**config.mk**
```make
export PLATFORM = sky130hd
export DESIGN_NAME = keyed_table_random_pick_unit_flat
export DESIGN_NICKNAME = d
export VERILOG_FILES = /design/src/rtl/ktrp_pkg.sv /design/src/rtl/ktrp_if.sv /design/src/rtl/keyed_table_random_pick_unit.sv /design/src/rtl/ktrp_ctrl.sv /design/src/rtl/ktrp_dp.sv /design/src/flat_wrapper.sv
export SDC_FILE = /design/constraint.sdc
export NUM_CORES = 2
export LEC_CHECK = 0
export ABC_AREA = 1
export ABC_CLOCK_PERIOD_IN_PS = 11900
export BUFFER_PORTS_ARGS = -buffer_cell sky130_fd_sc_hd__buf_4
export CELL_PAD_IN_SITES_DETAIL_PLACEMENT = 1
export CELL_PAD_IN_SITES_GLOBAL_PLACEMENT = 1
export CORE_MARGIN = 2
export CORE_UTILIZATION = 30
export CTS_CLUSTER_DIAMETER = 40
export CTS_CLUSTER_SIZE = 20
export DETAILED_ROUTE_END_ITERATION = 8
export GPL_TIMING_DRIVEN = 1
export PLACE_DENSITY = 0.5
export SYNTH_ARGS = -nofsm -noshare
export SYNTH_HDL_FRONTEND = slang
export SYNTH_SLANG_ARGS = --single-unit
```
**constraint.sdc**
```tcl
create_clock -name clk -period 11.9 [get_ports clk]
set_input_delay 2.38 -clock clk [delete_from_list [all_inputs] [get_ports clk]]
set_output_delay 2.38 -clock clk [all_outputs]
set_load 0.02 [all_outputs]
```
**src/rtl/ktrp_pkg.sv**
```systemverilog
// Package: shared types, codes and controller/datapath structs for the keyed table
`timescale 1ns / 1ps

package ktrp_pkg;

  // Operation codes
  typedef enum logic [1:0] {
    FN_PUT    = 2'd0,
    FN_GET    = 2'd1,
    FN_REMOVE = 2'd2,
    FN_PICK   = 2'd3
  } func_t;

  // Result status codes
  typedef enum logic [1:0] {
    ST_OK     = 2'd0,
    ST_ABSENT = 2'd1,
    ST_FULL   = 2'd2,
    ST_RANGE  = 2'd3
  } status_t;

  // Controller states
  typedef enum logic [2:0] {
    S_IDLE,
    S_PICK,
    S_LOOK,
    S_TEST,
    S_MOVE,
    S_DONE
  } state_t;

  // Read address source
  typedef enum logic [1:0] {
    RD_SCAN,
    RD_LAST,
    RD_PICK
  } rd_sel_t;

  // Write kinds
  typedef enum logic [1:0] {
    WR_NONE,
    WR_HIT,
    WR_APPEND,
    WR_MOVE
  } wr_mode_t;

  // Source of the result data
  typedef enum logic [1:0] {
    DS_ZERO,
    DS_KEY,
    DS_VAL
  } data_sel_t;

  typedef logic signed [31:0] word32_t;

  // Commands from controller to datapath
  typedef struct packed {
    logic      take;
    logic      scan_clr;
    logic      scan_inc;
    logic      rd_en;
    rd_sel_t   rd_sel;
    wr_mode_t  wr_mode;
    logic      cnt_inc;
    logic      cnt_dec;
    logic      res_set;
    logic      res_found;
    status_t   res_status;
    data_sel_t res_dsel;
    logic      out_load;
  } ktrp_cmd_t;

  // Status from datapath to controller
  typedef struct packed {
    logic  in_valid;
    func_t func;
    logic  scan_end;
    logic  key_hit;
    logic  full;
    logic  empty;
    logic  pick_bad;
    logic  out_busy;
  } ktrp_sts_t;

endpackage

```
**src/rtl/ktrp_if.sv**
```systemverilog
// Interfaces: request and result channels of the keyed table
`timescale 1ns / 1ps

interface ktrp_in_if;
  logic                  valid;
  logic                  ready;
  ktrp_pkg::func_t       func;
  ktrp_pkg::word32_t     key;
  ktrp_pkg::word32_t     value;
  logic [3:0]            random_index;

  modport source (output valid, func, key, value, random_index, input ready);
  modport sink   (input valid, func, key, value, random_index, output ready);
endinterface

interface ktrp_out_if;
  logic                  valid;
  logic                  ready;
  ktrp_pkg::word32_t     data;
  logic                  found;
  ktrp_pkg::status_t     status;
  logic [4:0]            count;

  modport source (output valid, data, found, status, count, input ready);
  modport sink   (input valid, data, found, status, count, output ready);
endinterface

```
**src/rtl/keyed_table_random_pick_unit.sv**
```systemverilog
// Top level: keyed table with put, get, remove and pick by slot index
`timescale 1ns / 1ps

// Holds up to ENTRIES key/value pairs packed in slots 0..count-1, in two
// memories, each with one write and one registered read per cycle. A key
// is found by scanning the occupied slots in order; each slot compared is
// read in S_LOOK and tested in S_TEST. A put that misses appends its pair.
// A remove that hits also passes through S_MOVE, to move the last pair
// into the freed slot. A pick reads the slot at random_index directly,
// with no scan, unless the index is out of range. The single key-memory
// read port makes the scan compare one slot at a time. A finished result
// also waits in S_DONE while the output register still holds an earlier
// word that has not been taken. One word is worked on at a time; the next
// word is taken as soon as the result sits in the output register, even if
// it has not yet been taken. Pick reaches only slots 0..15 since random_index
// is 4 bits; count is reported in 5 bits. No clearing pass runs after reset.

module keyed_table_random_pick_unit #(
  parameter int ENTRIES = 16
) (
  input logic        clk,
  input logic        rst_n,
  ktrp_in_if.sink    in_bus,
  ktrp_out_if.source out_bus
);
  import ktrp_pkg::*;

  ktrp_cmd_t cmd;
  ktrp_sts_t sts;

  ktrp_ctrl u_ctrl (
    .clk   (clk),
    .rst_n (rst_n),
    .sts   (sts),
    .cmd   (cmd)
  );

  ktrp_dp #(
    .ENTRIES (ENTRIES)
  ) u_dp (
    .clk     (clk),
    .rst_n   (rst_n),
    .in_bus  (in_bus),
    .out_bus (out_bus),
    .cmd     (cmd),
    .sts     (sts)
  );

  // Never append into a full table
  a_no_append_full: assert property (@(posedge clk) disable iff (!rst_n)
    (cmd.wr_mode == WR_APPEND) |-> !sts.full)
    else $error("append into full table");

  // Never shrink an empty table
  a_no_dec_empty: assert property (@(posedge clk) disable iff (!rst_n)
    cmd.cnt_dec |-> !sts.empty)
    else $error("count decrement on empty table");

  // A result is loaded only into a free output register
  a_load_free: assert property (@(posedge clk) disable iff (!rst_n)
    cmd.out_load |-> !sts.out_busy)
    else $error("result overwrites pending word");

  // In the cycle after a word is taken the unit does not take another
  a_busy_after_take: assert property (@(posedge clk) disable iff (!rst_n)
    (in_bus.valid && in_bus.ready) |=> !in_bus.ready)
    else $error("second word taken back to back");

endmodule

```
**src/rtl/ktrp_ctrl.sv**
```systemverilog
// Controller: sequences the slot scan, table updates and result hand-off
`timescale 1ns / 1ps

module ktrp_ctrl (
  input  logic                clk,
  input  logic                rst_n,
  input  ktrp_pkg::ktrp_sts_t sts,
  output ktrp_pkg::ktrp_cmd_t cmd
);
  import ktrp_pkg::*;

  state_t state_r;
  state_t state_nxt;

  // State register
  always_ff @(posedge clk) begin
    if (!rst_n) begin
      state_r <= S_IDLE;
    end else begin
      state_r <= state_nxt;
    end
  end

  // Next state
  always_comb begin
    state_nxt = state_r;
    unique case (state_r)
      S_IDLE: begin
        if (sts.in_valid) begin
          state_nxt = (sts.func == FN_PICK) ? S_PICK : S_LOOK;
        end
      end
      S_PICK: state_nxt = S_DONE;
      S_LOOK: state_nxt = sts.scan_end ? S_DONE : S_TEST;
      S_TEST: begin
        if (!sts.key_hit) begin
          state_nxt = S_LOOK;
        end else if (sts.func == FN_REMOVE) begin
          state_nxt = S_MOVE;
        end else begin
          state_nxt = S_DONE;
        end
      end
      S_MOVE: state_nxt = S_DONE;
      S_DONE: begin
        if (!sts.out_busy) begin
          state_nxt = S_IDLE;
        end
      end
      default: state_nxt = S_IDLE;
    endcase
  end

  // Commands
  always_comb begin
    cmd = '0;
    cmd.rd_sel     = RD_SCAN;
    cmd.wr_mode    = WR_NONE;
    cmd.res_status = ST_OK;
    cmd.res_dsel   = DS_ZERO;
    unique case (state_r)
      S_IDLE: begin
        cmd.take     = 1'b1;
        cmd.scan_clr = 1'b1;
      end
      S_PICK: begin
        cmd.res_set = 1'b1;
        if (sts.pick_bad) begin
          cmd.res_status = ST_RANGE;
        end else begin
          cmd.rd_en    = 1'b1;
          cmd.rd_sel   = RD_PICK;
          cmd.res_dsel = DS_KEY;
        end
      end
      S_LOOK: begin
        if (sts.scan_end) begin
          // key not present
          cmd.res_set = 1'b1;
          if (sts.func == FN_PUT) begin
            if (sts.full) begin
              cmd.res_status = ST_FULL;
            end else begin
              cmd.wr_mode = WR_APPEND;
              cmd.cnt_inc = 1'b1;
            end
          end else begin
            cmd.res_status = ST_ABSENT;
          end
        end else begin
          cmd.rd_en = 1'b1;
        end
      end
      S_TEST: begin
        if (sts.key_hit) begin
          cmd.res_set   = 1'b1;
          cmd.res_found = 1'b1;
          unique case (sts.func)
            FN_PUT: cmd.wr_mode = WR_HIT;
            FN_GET: begin
              cmd.rd_en    = 1'b1;
              cmd.res_dsel = DS_VAL;
            end
            FN_REMOVE: begin
              cmd.rd_en  = 1'b1;
              cmd.rd_sel = RD_LAST;
            end
            FN_PICK: cmd.res_found = 1'b0;
            default: cmd.res_found = 1'b0;
          endcase
        end else begin
          cmd.scan_inc = 1'b1;
        end
      end
      S_MOVE: begin
        cmd.wr_mode = WR_MOVE;
        cmd.cnt_dec = 1'b1;
      end
      S_DONE: cmd.out_load = !sts.out_busy;
      default: cmd.take = 1'b0;
    endcase
  end

endmodule

```
**src/rtl/ktrp_dp.sv**
```systemverilog
// Datapath: key/value memories, scan index, entry count and result register
`timescale 1ns / 1ps

module ktrp_dp #(
  parameter int ENTRIES = 16
) (
  input  logic                clk,
  input  logic                rst_n,
  ktrp_in_if.sink             in_bus,
  ktrp_out_if.source          out_bus,
  input  ktrp_pkg::ktrp_cmd_t cmd,
  output ktrp_pkg::ktrp_sts_t sts
);
  import ktrp_pkg::*;

  localparam int AW = (ENTRIES > 1) ? $clog2(ENTRIES) : 1;
  localparam int CW = $clog2(ENTRIES + 1);
  localparam int MW = (CW > 4) ? CW : 4;

  // Latched request word
  func_t      op_func_r;
  word32_t    op_key_r;
  word32_t    op_value_r;
  logic [3:0] op_idx_r;

  logic [CW-1:0] scan_r;
  logic [CW-1:0] count_r;

  // Table memories and registered read data
  word32_t key_mem [ENTRIES];
  word32_t val_mem [ENTRIES];
  word32_t key_q_r;
  word32_t val_q_r;

  logic [AW-1:0] rd_addr;
  logic [AW-1:0] wr_addr;
  logic          wr_key_en;
  logic          wr_val_en;
  word32_t       wr_key;
  word32_t       wr_val;

  // Result staging
  logic      res_found_r;
  status_t   res_status_r;
  data_sel_t res_dsel_r;

  logic      out_valid_r;
  word32_t   out_data_r;
  logic      out_found_r;
  status_t   out_status_r;
  logic [4:0] out_count_r;
  word32_t   res_data;

  assign in_bus.ready = cmd.take;

  // Request capture
  always_ff @(posedge clk) begin
    if (in_bus.valid && cmd.take) begin
      op_func_r  <= in_bus.func;
      op_key_r   <= in_bus.key;
      op_value_r <= in_bus.value;
      op_idx_r   <= in_bus.random_index;
    end
  end

  // Scan index and entry count
  always_ff @(posedge clk) begin
    if (!rst_n) begin
      count_r <= '0;
    end else if (cmd.cnt_inc) begin
      count_r <= count_r + CW'(1);
    end else if (cmd.cnt_dec) begin
      count_r <= count_r - CW'(1);
    end
  end

  always_ff @(posedge clk) begin
    if (cmd.scan_clr) begin
      scan_r <= '0;
    end else if (cmd.scan_inc) begin
      scan_r <= scan_r + CW'(1);
    end
  end

  // Address and write data selection
  always_comb begin
    unique case (cmd.rd_sel)
      RD_SCAN: rd_addr = AW'(scan_r);
      RD_LAST: rd_addr = AW'(count_r - CW'(1));
      RD_PICK: rd_addr = AW'(op_idx_r);
      default: rd_addr = AW'(scan_r);
    endcase
  end

  always_comb begin
    wr_key_en = 1'b0;
    wr_val_en = 1'b0;
    wr_addr   = AW'(scan_r);
    wr_key    = op_key_r;
    wr_val    = op_value_r;
    unique case (cmd.wr_mode)
      WR_NONE: wr_val_en = 1'b0;
      WR_HIT:  wr_val_en = 1'b1;
      WR_APPEND: begin
        wr_key_en = 1'b1;
        wr_val_en = 1'b1;
        wr_addr   = AW'(count_r);
      end
      WR_MOVE: begin
        // last pair fills the hole
        wr_key_en = 1'b1;
        wr_val_en = 1'b1;
        wr_key    = key_q_r;
        wr_val    = val_q_r;
      end
      default: wr_val_en = 1'b0;
    endcase
  end

  // Memories: one write and one registered read per cycle
  always_ff @(posedge clk) begin
    if (wr_key_en) begin
      key_mem[wr_addr] <= wr_key;
    end
    if (cmd.rd_en) begin
      key_q_r <= key_mem[rd_addr];
    end
  end

  always_ff @(posedge clk) begin
    if (wr_val_en) begin
      val_mem[wr_addr] <= wr_val;
    end
    if (cmd.rd_en) begin
      val_q_r <= val_mem[rd_addr];
    end
  end

  // Result fields decided by the controller
  always_ff @(posedge clk) begin
    if (cmd.res_set) begin
      res_found_r  <= cmd.res_found;
      res_status_r <= cmd.res_status;
      res_dsel_r   <= cmd.res_dsel;
    end
  end

  always_comb begin
    unique case (res_dsel_r)
      DS_ZERO: res_data = '0;
      DS_KEY:  res_data = key_q_r;
      DS_VAL:  res_data = val_q_r;
      default: res_data = '0;
    endcase
  end

  // Output register
  always_ff @(posedge clk) begin
    if (!rst_n) begin
      out_valid_r <= 1'b0;
    end else if (cmd.out_load) begin
      out_valid_r <= 1'b1;
    end else if (out_bus.ready) begin
      out_valid_r <= 1'b0;
    end
  end

  always_ff @(posedge clk) begin
    if (cmd.out_load) begin
      out_data_r   <= res_data;
      out_found_r  <= res_found_r;
      out_status_r <= res_status_r;
      out_count_r  <= 5'(count_r);
    end
  end

  assign out_bus.valid  = out_valid_r;
  assign out_bus.data   = out_data_r;
  assign out_bus.found  = out_found_r;
  assign out_bus.status = out_status_r;
  assign out_bus.count  = out_count_r;

  // Status to controller
  assign sts.in_valid = in_bus.valid;
  assign sts.func     = (cmd.take) ? in_bus.func : op_func_r;
  assign sts.scan_end = (scan_r >= count_r);
  assign sts.key_hit  = (key_q_r == op_key_r);
  assign sts.full     = (count_r == CW'(ENTRIES));
  assign sts.empty    = (count_r == '0);
  assign sts.pick_bad = (MW'(op_idx_r) >= MW'(count_r));
  assign sts.out_busy = out_valid_r && !out_bus.ready;

endmodule

```
**src/flat_wrapper.sv**
```systemverilog
// flat-port wrapper written by rule: the top's interface ports become plain ports
module keyed_table_random_pick_unit_flat import ktrp_pkg::*;
#(
  parameter int ENTRIES = 16
)
  (clk, rst_n, in_bus_valid, in_bus_func, in_bus_key, in_bus_value, in_bus_random_index, in_bus_ready, out_bus_valid, out_bus_data, out_bus_found, out_bus_status, out_bus_count, out_bus_ready);
  ktrp_in_if in_bus_i ();
  ktrp_out_if out_bus_i ();
  input logic clk;
  input logic rst_n;
  input wire logic [$bits(in_bus_i.valid)-1:0] in_bus_valid;
  input wire logic [$bits(in_bus_i.func)-1:0] in_bus_func;
  input wire logic [$bits(in_bus_i.key)-1:0] in_bus_key;
  input wire logic [$bits(in_bus_i.value)-1:0] in_bus_value;
  input wire logic [$bits(in_bus_i.random_index)-1:0] in_bus_random_index;
  output wire logic [$bits(in_bus_i.ready)-1:0] in_bus_ready;
  output wire logic [$bits(out_bus_i.valid)-1:0] out_bus_valid;
  output wire logic [$bits(out_bus_i.data)-1:0] out_bus_data;
  output wire logic [$bits(out_bus_i.found)-1:0] out_bus_found;
  output wire logic [$bits(out_bus_i.status)-1:0] out_bus_status;
  output wire logic [$bits(out_bus_i.count)-1:0] out_bus_count;
  input wire logic [$bits(out_bus_i.ready)-1:0] out_bus_ready;
  assign in_bus_i.valid = in_bus_valid;
  assign in_bus_i.func = in_bus_func;
  assign in_bus_i.key = in_bus_key;
  assign in_bus_i.value = in_bus_value;
  assign in_bus_i.random_index = in_bus_random_index;
  assign in_bus_ready = in_bus_i.ready;
  assign out_bus_valid = out_bus_i.valid;
  assign out_bus_data = out_bus_i.data;
  assign out_bus_found = out_bus_i.found;
  assign out_bus_status = out_bus_i.status;
  assign out_bus_count = out_bus_i.count;
  assign out_bus_i.ready = out_bus_ready;
  keyed_table_random_pick_unit #(.ENTRIES(ENTRIES)) u_core (.clk(clk), .rst_n(rst_n), .in_bus(in_bus_i), .out_bus(out_bus_i));
endmodule
```
# Word level (Yosys, flattened, before mapping)

Memories as Yosys holds them, arrays and structs flattened. A register that Yosys moved wholly into a read port is not among the register bits.
Cells that the tools add are included.

$add $sub $neg: 3
Multiply operators: 0
Divide/modulo/power cells: 0
Order comparisons: 2
Eq/ne operators: 19
Shift-type cells: 0
Muxes and demuxes: 54
Bitwise gates (word level): 0
Reduce and logical (&&, ||, !) cells: 15

Operator list:

| operator              | number |
|---|---|
| $mux W32              | 2 |
| $pmux W32 S2          | 1 |
| $eq A32 B32 Y1        | 1 |
| $mux W3               | 8 |
| $mux W1               | 21 |
| $mux W2               | 9 |
| $mux W5               | 3 |
| $pmux W3 S5           | 1 |
| $eq A2 B2 Y1 const B  | 6 |
| $pmux W2 S2           | 3 |
| $add A5 B1 Y5 const B | 2 |
| $eq A2 B1 Y1 const B  | 4 |
| $pmux W4 S2           | 1 |
| $eq A3 B2 Y1 const B  | 2 |
| $eq A3 B3 Y1 const B  | 2 |
| $pmux W1 S3           | 2 |
| $pmux W2 S3           | 1 |
| $reduce_or A2 Y1      | 3 |
| $eq A5 B5 Y1 const B  | 1 |
| $ge A4 B5 Y1          | 1 |
| $ge A5 B5 Y1          | 1 |
| $sub A5 B1 Y5 const B | 1 |
| $logic_not A2 Y1      | 2 |
| $mux W4               | 1 |
| other kinds (9)       | 14 |

Register bits: 129
Bits in latches: 0
RAM bits: 1024
ROM bits: 0
Input bits: 74
Output and inout bits: 42
Word-level logic and storage cells: 110
Memories kept: 2

Memories:

| name                | words | bits a word | read ports | clocked after Yosys merged registers in | wr ports | line          | source |
|---|---|---|---|---|---|---|---|
| u_core.u_dp.key_mem | 16    | 32          | 1          | 1                                       | 1        | ktrp_dp.sv:30 | `word32_t key_mem [ENTRIES];` |
| u_core.u_dp.val_mem | 16    | 32          | 1          | 1                                       | 1        | ktrp_dp.sv:31 | `word32_t val_mem [ENTRIES];` |

# Longest topological paths before layout

Depth after elaboration: 13
Mapped depth: 22
Gate-level depth less buffers: 20

# By module

From an unflattened synthesis, not the netlist that was laid out.

Cell total of the unflattened synthesis: 4762
Area, all modules: 52836.9 sq um

Modules (own cells, without submodules):

| module    | times used | cells each | area each (sq um) | seq. area each (sq um) |
|---|---|---|---|---|
| ktrp_dp   | 1          | 4690       | 52417.8           | 36344.9 |
| ktrp_ctrl | 1          | 72         | 419.2             | 60.1 |

# Worst setup path before layout

No wires, ideal clock.

Kind: input to register
Start point: input port in_bus_func[1]
End point: register u_core.u_dp.key_q_r[0] (read register of u_core.u_dp.key_mem) (enable)
Library setup time: 503 ps
Data arrival time: 6033 ps
Data required time: 11397 ps
Path slack: 5364 ps
Cell stages on the path: 4
Path buffers: 0
Path through: inv_1 > o21ai_0 > ha_1 > o211ai_1

RTL lines:

| what               | line               | source |
|---|---|---|
| start: declaration | flat_wrapper.sv:12 | `input wire logic [$bits(in_bus_i.func)-1:0] in_bus_func;` |
| end: declaration   | ktrp_dp.sv:32      | `word32_t key_q_r;` |

# Final worst setup path

Start point: input port in_bus_func[0]
End point: register u_core.u_dp.key_q_r[28] (read register of u_core.u_dp.key_mem), data pin

Cells in the longest elaborated chain, start to end: 7

RTL lines:

| what                                         | line            | source |
|---|---|---|
| $mux W2 (*)                                  | ktrp_dp.sv:185  | `assign sts.func = (cmd.take) ? in_bus.func : op_func_r;` |
| $eq A2 B2 Y1                                 | ktrp_ctrl.sv:98 | `unique case (sts.func)` |
| $mux W1                                      | ktrp_ctrl.sv:98 |  |
| $mux W5 (*)                                  | ktrp_ctrl.sv:95 | `if (sts.key_hit) begin` |
| $pmux W2 S2                                  | ktrp_ctrl.sv:61 | `unique case (state_r)` |
| $eq A2 B2 Y1 or $eq A2 B1 Y1 (tied branches) | ktrp_dp.sv:87   | `unique case (cmd.rd_sel)` |
| $pmux W4 S2                                  | ktrp_dp.sv:87   |  |

Mark *: on every way between the ends. The rest lies on a longest branch, timed or not.
A chain may end at the register's enable or synchronous reset.

==> flow_metrics.tcl <==
set metrics [dict create \
    root_buffer "clkbuf_16" \
    dp_hpwl_mm 78.7 \
    power_w 0.0149 \
    final_layout_size_suffix_gt1_share_pct 18.0 \
    drc 0 \
    p_sw_w 0.00478 \
    fin_area_sq_um 59500 \
    placed_area_sq_um 52500 \
    crit_slowest_cell "buf_4" \
    synthCells 3712 \
    crit_chain "buf_4 -> o21ai_0 -> ha_1 -> inv_1 -> nor2_1 -> inv_1 -> ha_1 -> inv_2 -> o21ai_4 -> buf_12 -> buf_4 -> nand2_1 -> o21ai_0 -> o21ai_0 -> o211ai_1 -> nand2_1" \
    syn_area_per_cell_sq_um 13.3 \
    path_class "in -> reg" \
    synth_area_leaders "edfxtp_1 73%, o211ai_1 7.7%, nand2_1 4.1%" \
    hold_buffers 0 \
    max_stage_delay_ns 0.86 \
    synthArstFlopShare_pct 0 \
    track_usage_pct 18.8 \
    tightest_slew_ns 1.55 \
    multiInputGateArea_sq_um 11200 \
    power_density_nw_per_um2 251 \
    intPower_w 0.0101 \
    cts_tree "built" \
    fp-row-count 148 \
    max_cap_viol_count 0 \
    run_status "finished with violations" \
    die_w_um 409 \
    syn_to_final_growth_pct 20.6 \
    firstDrtPassIters 5 \
    clockBufferDepth 3 \
    grt_pass1_vias 31800 \
    antennaDiodeCount 0 \
    layout_min_cycle_time_ns 6.63 \
    setup_tns_ns 0 \
    r2r_start "u_core.u_dp.key_q_r[30]" \
    io_buffers 115 \
    min-delay-start "u_core.u_dp.res_status_r[1]" \
    initial_utilization_pct 30.3 \
    cts_setup_buffers 0 \
    grt_overflow 0 \
    fmax_mhz 151 \
    final.fill_count 17000 \
    hold_path.class "reg -> reg" \
    cp_max_fo 226 \
    worst_clock_skew_ns 0.0386 \
    r2r_end "u_core.u_dp.key_q_r[28]" \
    ctsResizeCount 0 \
    mostFrequentLayoutCells "1203 x edfxtp_1, 536 x nand2_1, 508 x o211ai_1" \
    rsz0062_at_grt "no" \
    grt_pass1_wl_mm 228 \
    yosys_warnings 0 \
    rrSetupSlack_ns 5.43 \
    fin_cells 6223 \
    htreeDepth 4 \
    endpoint_kind "register" \
    layout_setup_ws_ns 5.27 \
    setup_viol 0 \
    fin_crit_sh_pct 55.7 \
    io_pins 116 \
    whs_endpoint "u_core.u_dp.out_bus.status[1]" \
    path_clk_slew_ns 0.05 \
    clkPwrFrac_pct 39.4 \
    synth_top_area_cell "edfxtp_1" \
    hold_viol_final 0 \
    vias 31100 \
    synth_top_area_share_pct 73.3 \
    clock_latency_ns 0.82 \
    p_leak_nw 19.9 \
    relSlewSlack_pct -3.60 \
    antenna_left 0 \
    synth-edff-count 1203 \
    wl_per_cell_um 25.6 \
    cp.required_ns 12.43 \
    dpl_worst_slack_ns 4.59 \
    nets 3966 \
    gp_congestion 0.720 \
    yosysSeqAreaShare_pct 73.8 \
    vdd_drop_max_v 0.000171 \
    crit_path_start_kind "input port" \
    maxSlewViolCount 59 \
    p_sw_share_pct 32.1 \
    cts.sinks 1217 \
    netlist_area_sq_um 49300 \
    grt_start_max_net_pins 227 \
    ys_types 35 \
    dp.cells 5838 \
    synth-seq-cells 1217 \
    synthesis.nets 3807 \
    wl_mm 160 \
    antenna_found_initial 1 \
    via_per_inst 5.00 \
    pwr-share-seq_pct 39.5 \
    die-area_sq_um 168000 \
    numCtsBuffers 206 \
    violations "slew limit" \
    seq_area_sq_um 36400 \
    drtIter0Drc 2433 \
    combPwrFrac_pct 21.1 \
    hold_depth 0 \
    ys.flop_type "edfxtp_1" \
    cp.arrival_ns 7.16 \
    final_common_cell "edfxtp_1" \
    coreArea_sq_um 163000 \
    r2r_cells 18 \
    crit_top_cell "o21ai_0" \
    die_y_um 409 \
]
-- Yosys cell counts (2+ instances only) --
| cell type | instances |
|---|---|
| nand2_2 | 4 |
| ha_1 | 21 |
| buf_1 | 8 |
| nand4_1 | 7 |
| inv_1 | 200 |
| or2_0 | 7 |
| buf_2 | 81 |
| nor3_1 | 19 |
| xnor2_1 | 24 |
| nand3_1 | 86 |
| xor2_1 | 4 |
| or2_2 | 139 |
| a22oi_1 | 2 |
| or2_1 | 8 |
| o21ai_0 | 298 |
| o21ai_4 | 2 |
| clkbuf_1 | 126 |
| a21oi_1 | 47 |
| nor2_1 | 285 |
| buf_6 | 3 |
| buf_4 | 17 |
| dfxtp_1 | 14 |
| edfxtp_1 | 1203 |
| o211ai_1 | 508 |
| nand2_1 | 536 |
| o21bai_1 | 3 |
| a211oi_1 | 2 |
| inv_2 | 9 |
| o21ai_1 | 42 |
| nand3_2 | 2 |
-- sequential cells by signal (all words and copies together) (netlist names), 3 cells and up --
signal	flops
u_core.u_dp.key_mem	512
u_core.u_dp.val_mem	512
u_core.u_dp.key_q_r	32
u_core.u_dp.op_key_r	32
u_core.u_dp.op_value_r	32
u_core.u_dp.out_bus.data	32
u_core.u_dp.val_q_r	32
u_core.u_dp.count_r	5
u_core.u_dp.out_bus.count	5
u_core.u_dp.scan_r	5
u_core.u_dp.op_idx_r	4
u_core.u_ctrl.state_r	3
-- worst max-delay path by stage --
stage                                    endpoint  cells after the start  slack, ns               startpoint
after detailed placement  u_core.u_dp.key_q_r[30]                     17       4.59           in_bus_func[1]
after floorplan            u_core.u_dp.key_q_r[0]                      4       5.36           in_bus_func[1]
after global placement     u_core.u_dp.key_q_r[2]                     17       4.65           in_bus_func[1]
after CTS                 u_core.u_dp.key_q_r[28]                     17       5.45           in_bus_func[1]
after global routing      u_core.u_dp.key_q_r[28]                     18       4.89  u_core.u_dp.key_q_r[30]
final                     u_core.u_dp.key_q_r[28]                     16       5.27           in_bus_func[0]
-- per-stage QoR --
stage	util [%]	hold slack, ns
after CTS	36.5	0.419
after floorplan	-	0.400
after global routing	36.5	0.429
final	36.5	0.418
after global placement	32.2	0.405
after detailed placement	32.2	0.407
-- layer usage --
metal | up-vias | routed length [um] | GRT usage [%]
met4 | 2 | 3970 | 5.71
met3 | 223 | 6280 | 3.09
met1 | 16200 | 74700 | 26.0
li1 | 14100 | - | -
met2 | 634 | 74600 | 30.2
met5 | - | 7 | 0
-- kinds of logic (layout without fill, tap and decap cells) --
| logic type | Yosys count | count (layout) | synth area share (%) |
|---|---|---|---|
| xor+xnor | 28 | 28 | 0.497 |
| buf+inv | 445 | 781 | 3.77 |
| flops | 1217 | 1217 | 73.8 |
| simple gates | 1095 | 1095 | 9.48 |
| fa+ha+maj | 21 | 21 | 0.533 |
| compound gates | 906 | 906 | 11.9 |
-- cell type report --
cell class,count,area share (%)
Clock buffer,225,8.93
Clock inverter,160,2.74
Inverter,210,1.36
Multi-Input combinational cell,2050,18.8
Sequential cell,1217,61.2
Tap cell,2175,4.58
Timing Repair Buffer,186,2.41
-- power by group through the flow --
stage	clock network (W)	logic [W]	registers, W
after floorplan	0	0.00198	0.00584
after global placement	0	0.00314	0.00598
after detailed placement	0	0.00318	0.00597
after CTS	0.00598	0.00320	0.00590
after global routing	0.00616	0.00350	0.00592
final	0.00587	0.00314	0.00589
-- critical path, delay by kind of cell --
kind	cells	cell delay, ns
compound gates	5	1.57
buf+inv	6	1.67
fa+ha+maj	2	0.60
simple gates	3	0.32
(Power assumes the default switching activity.)
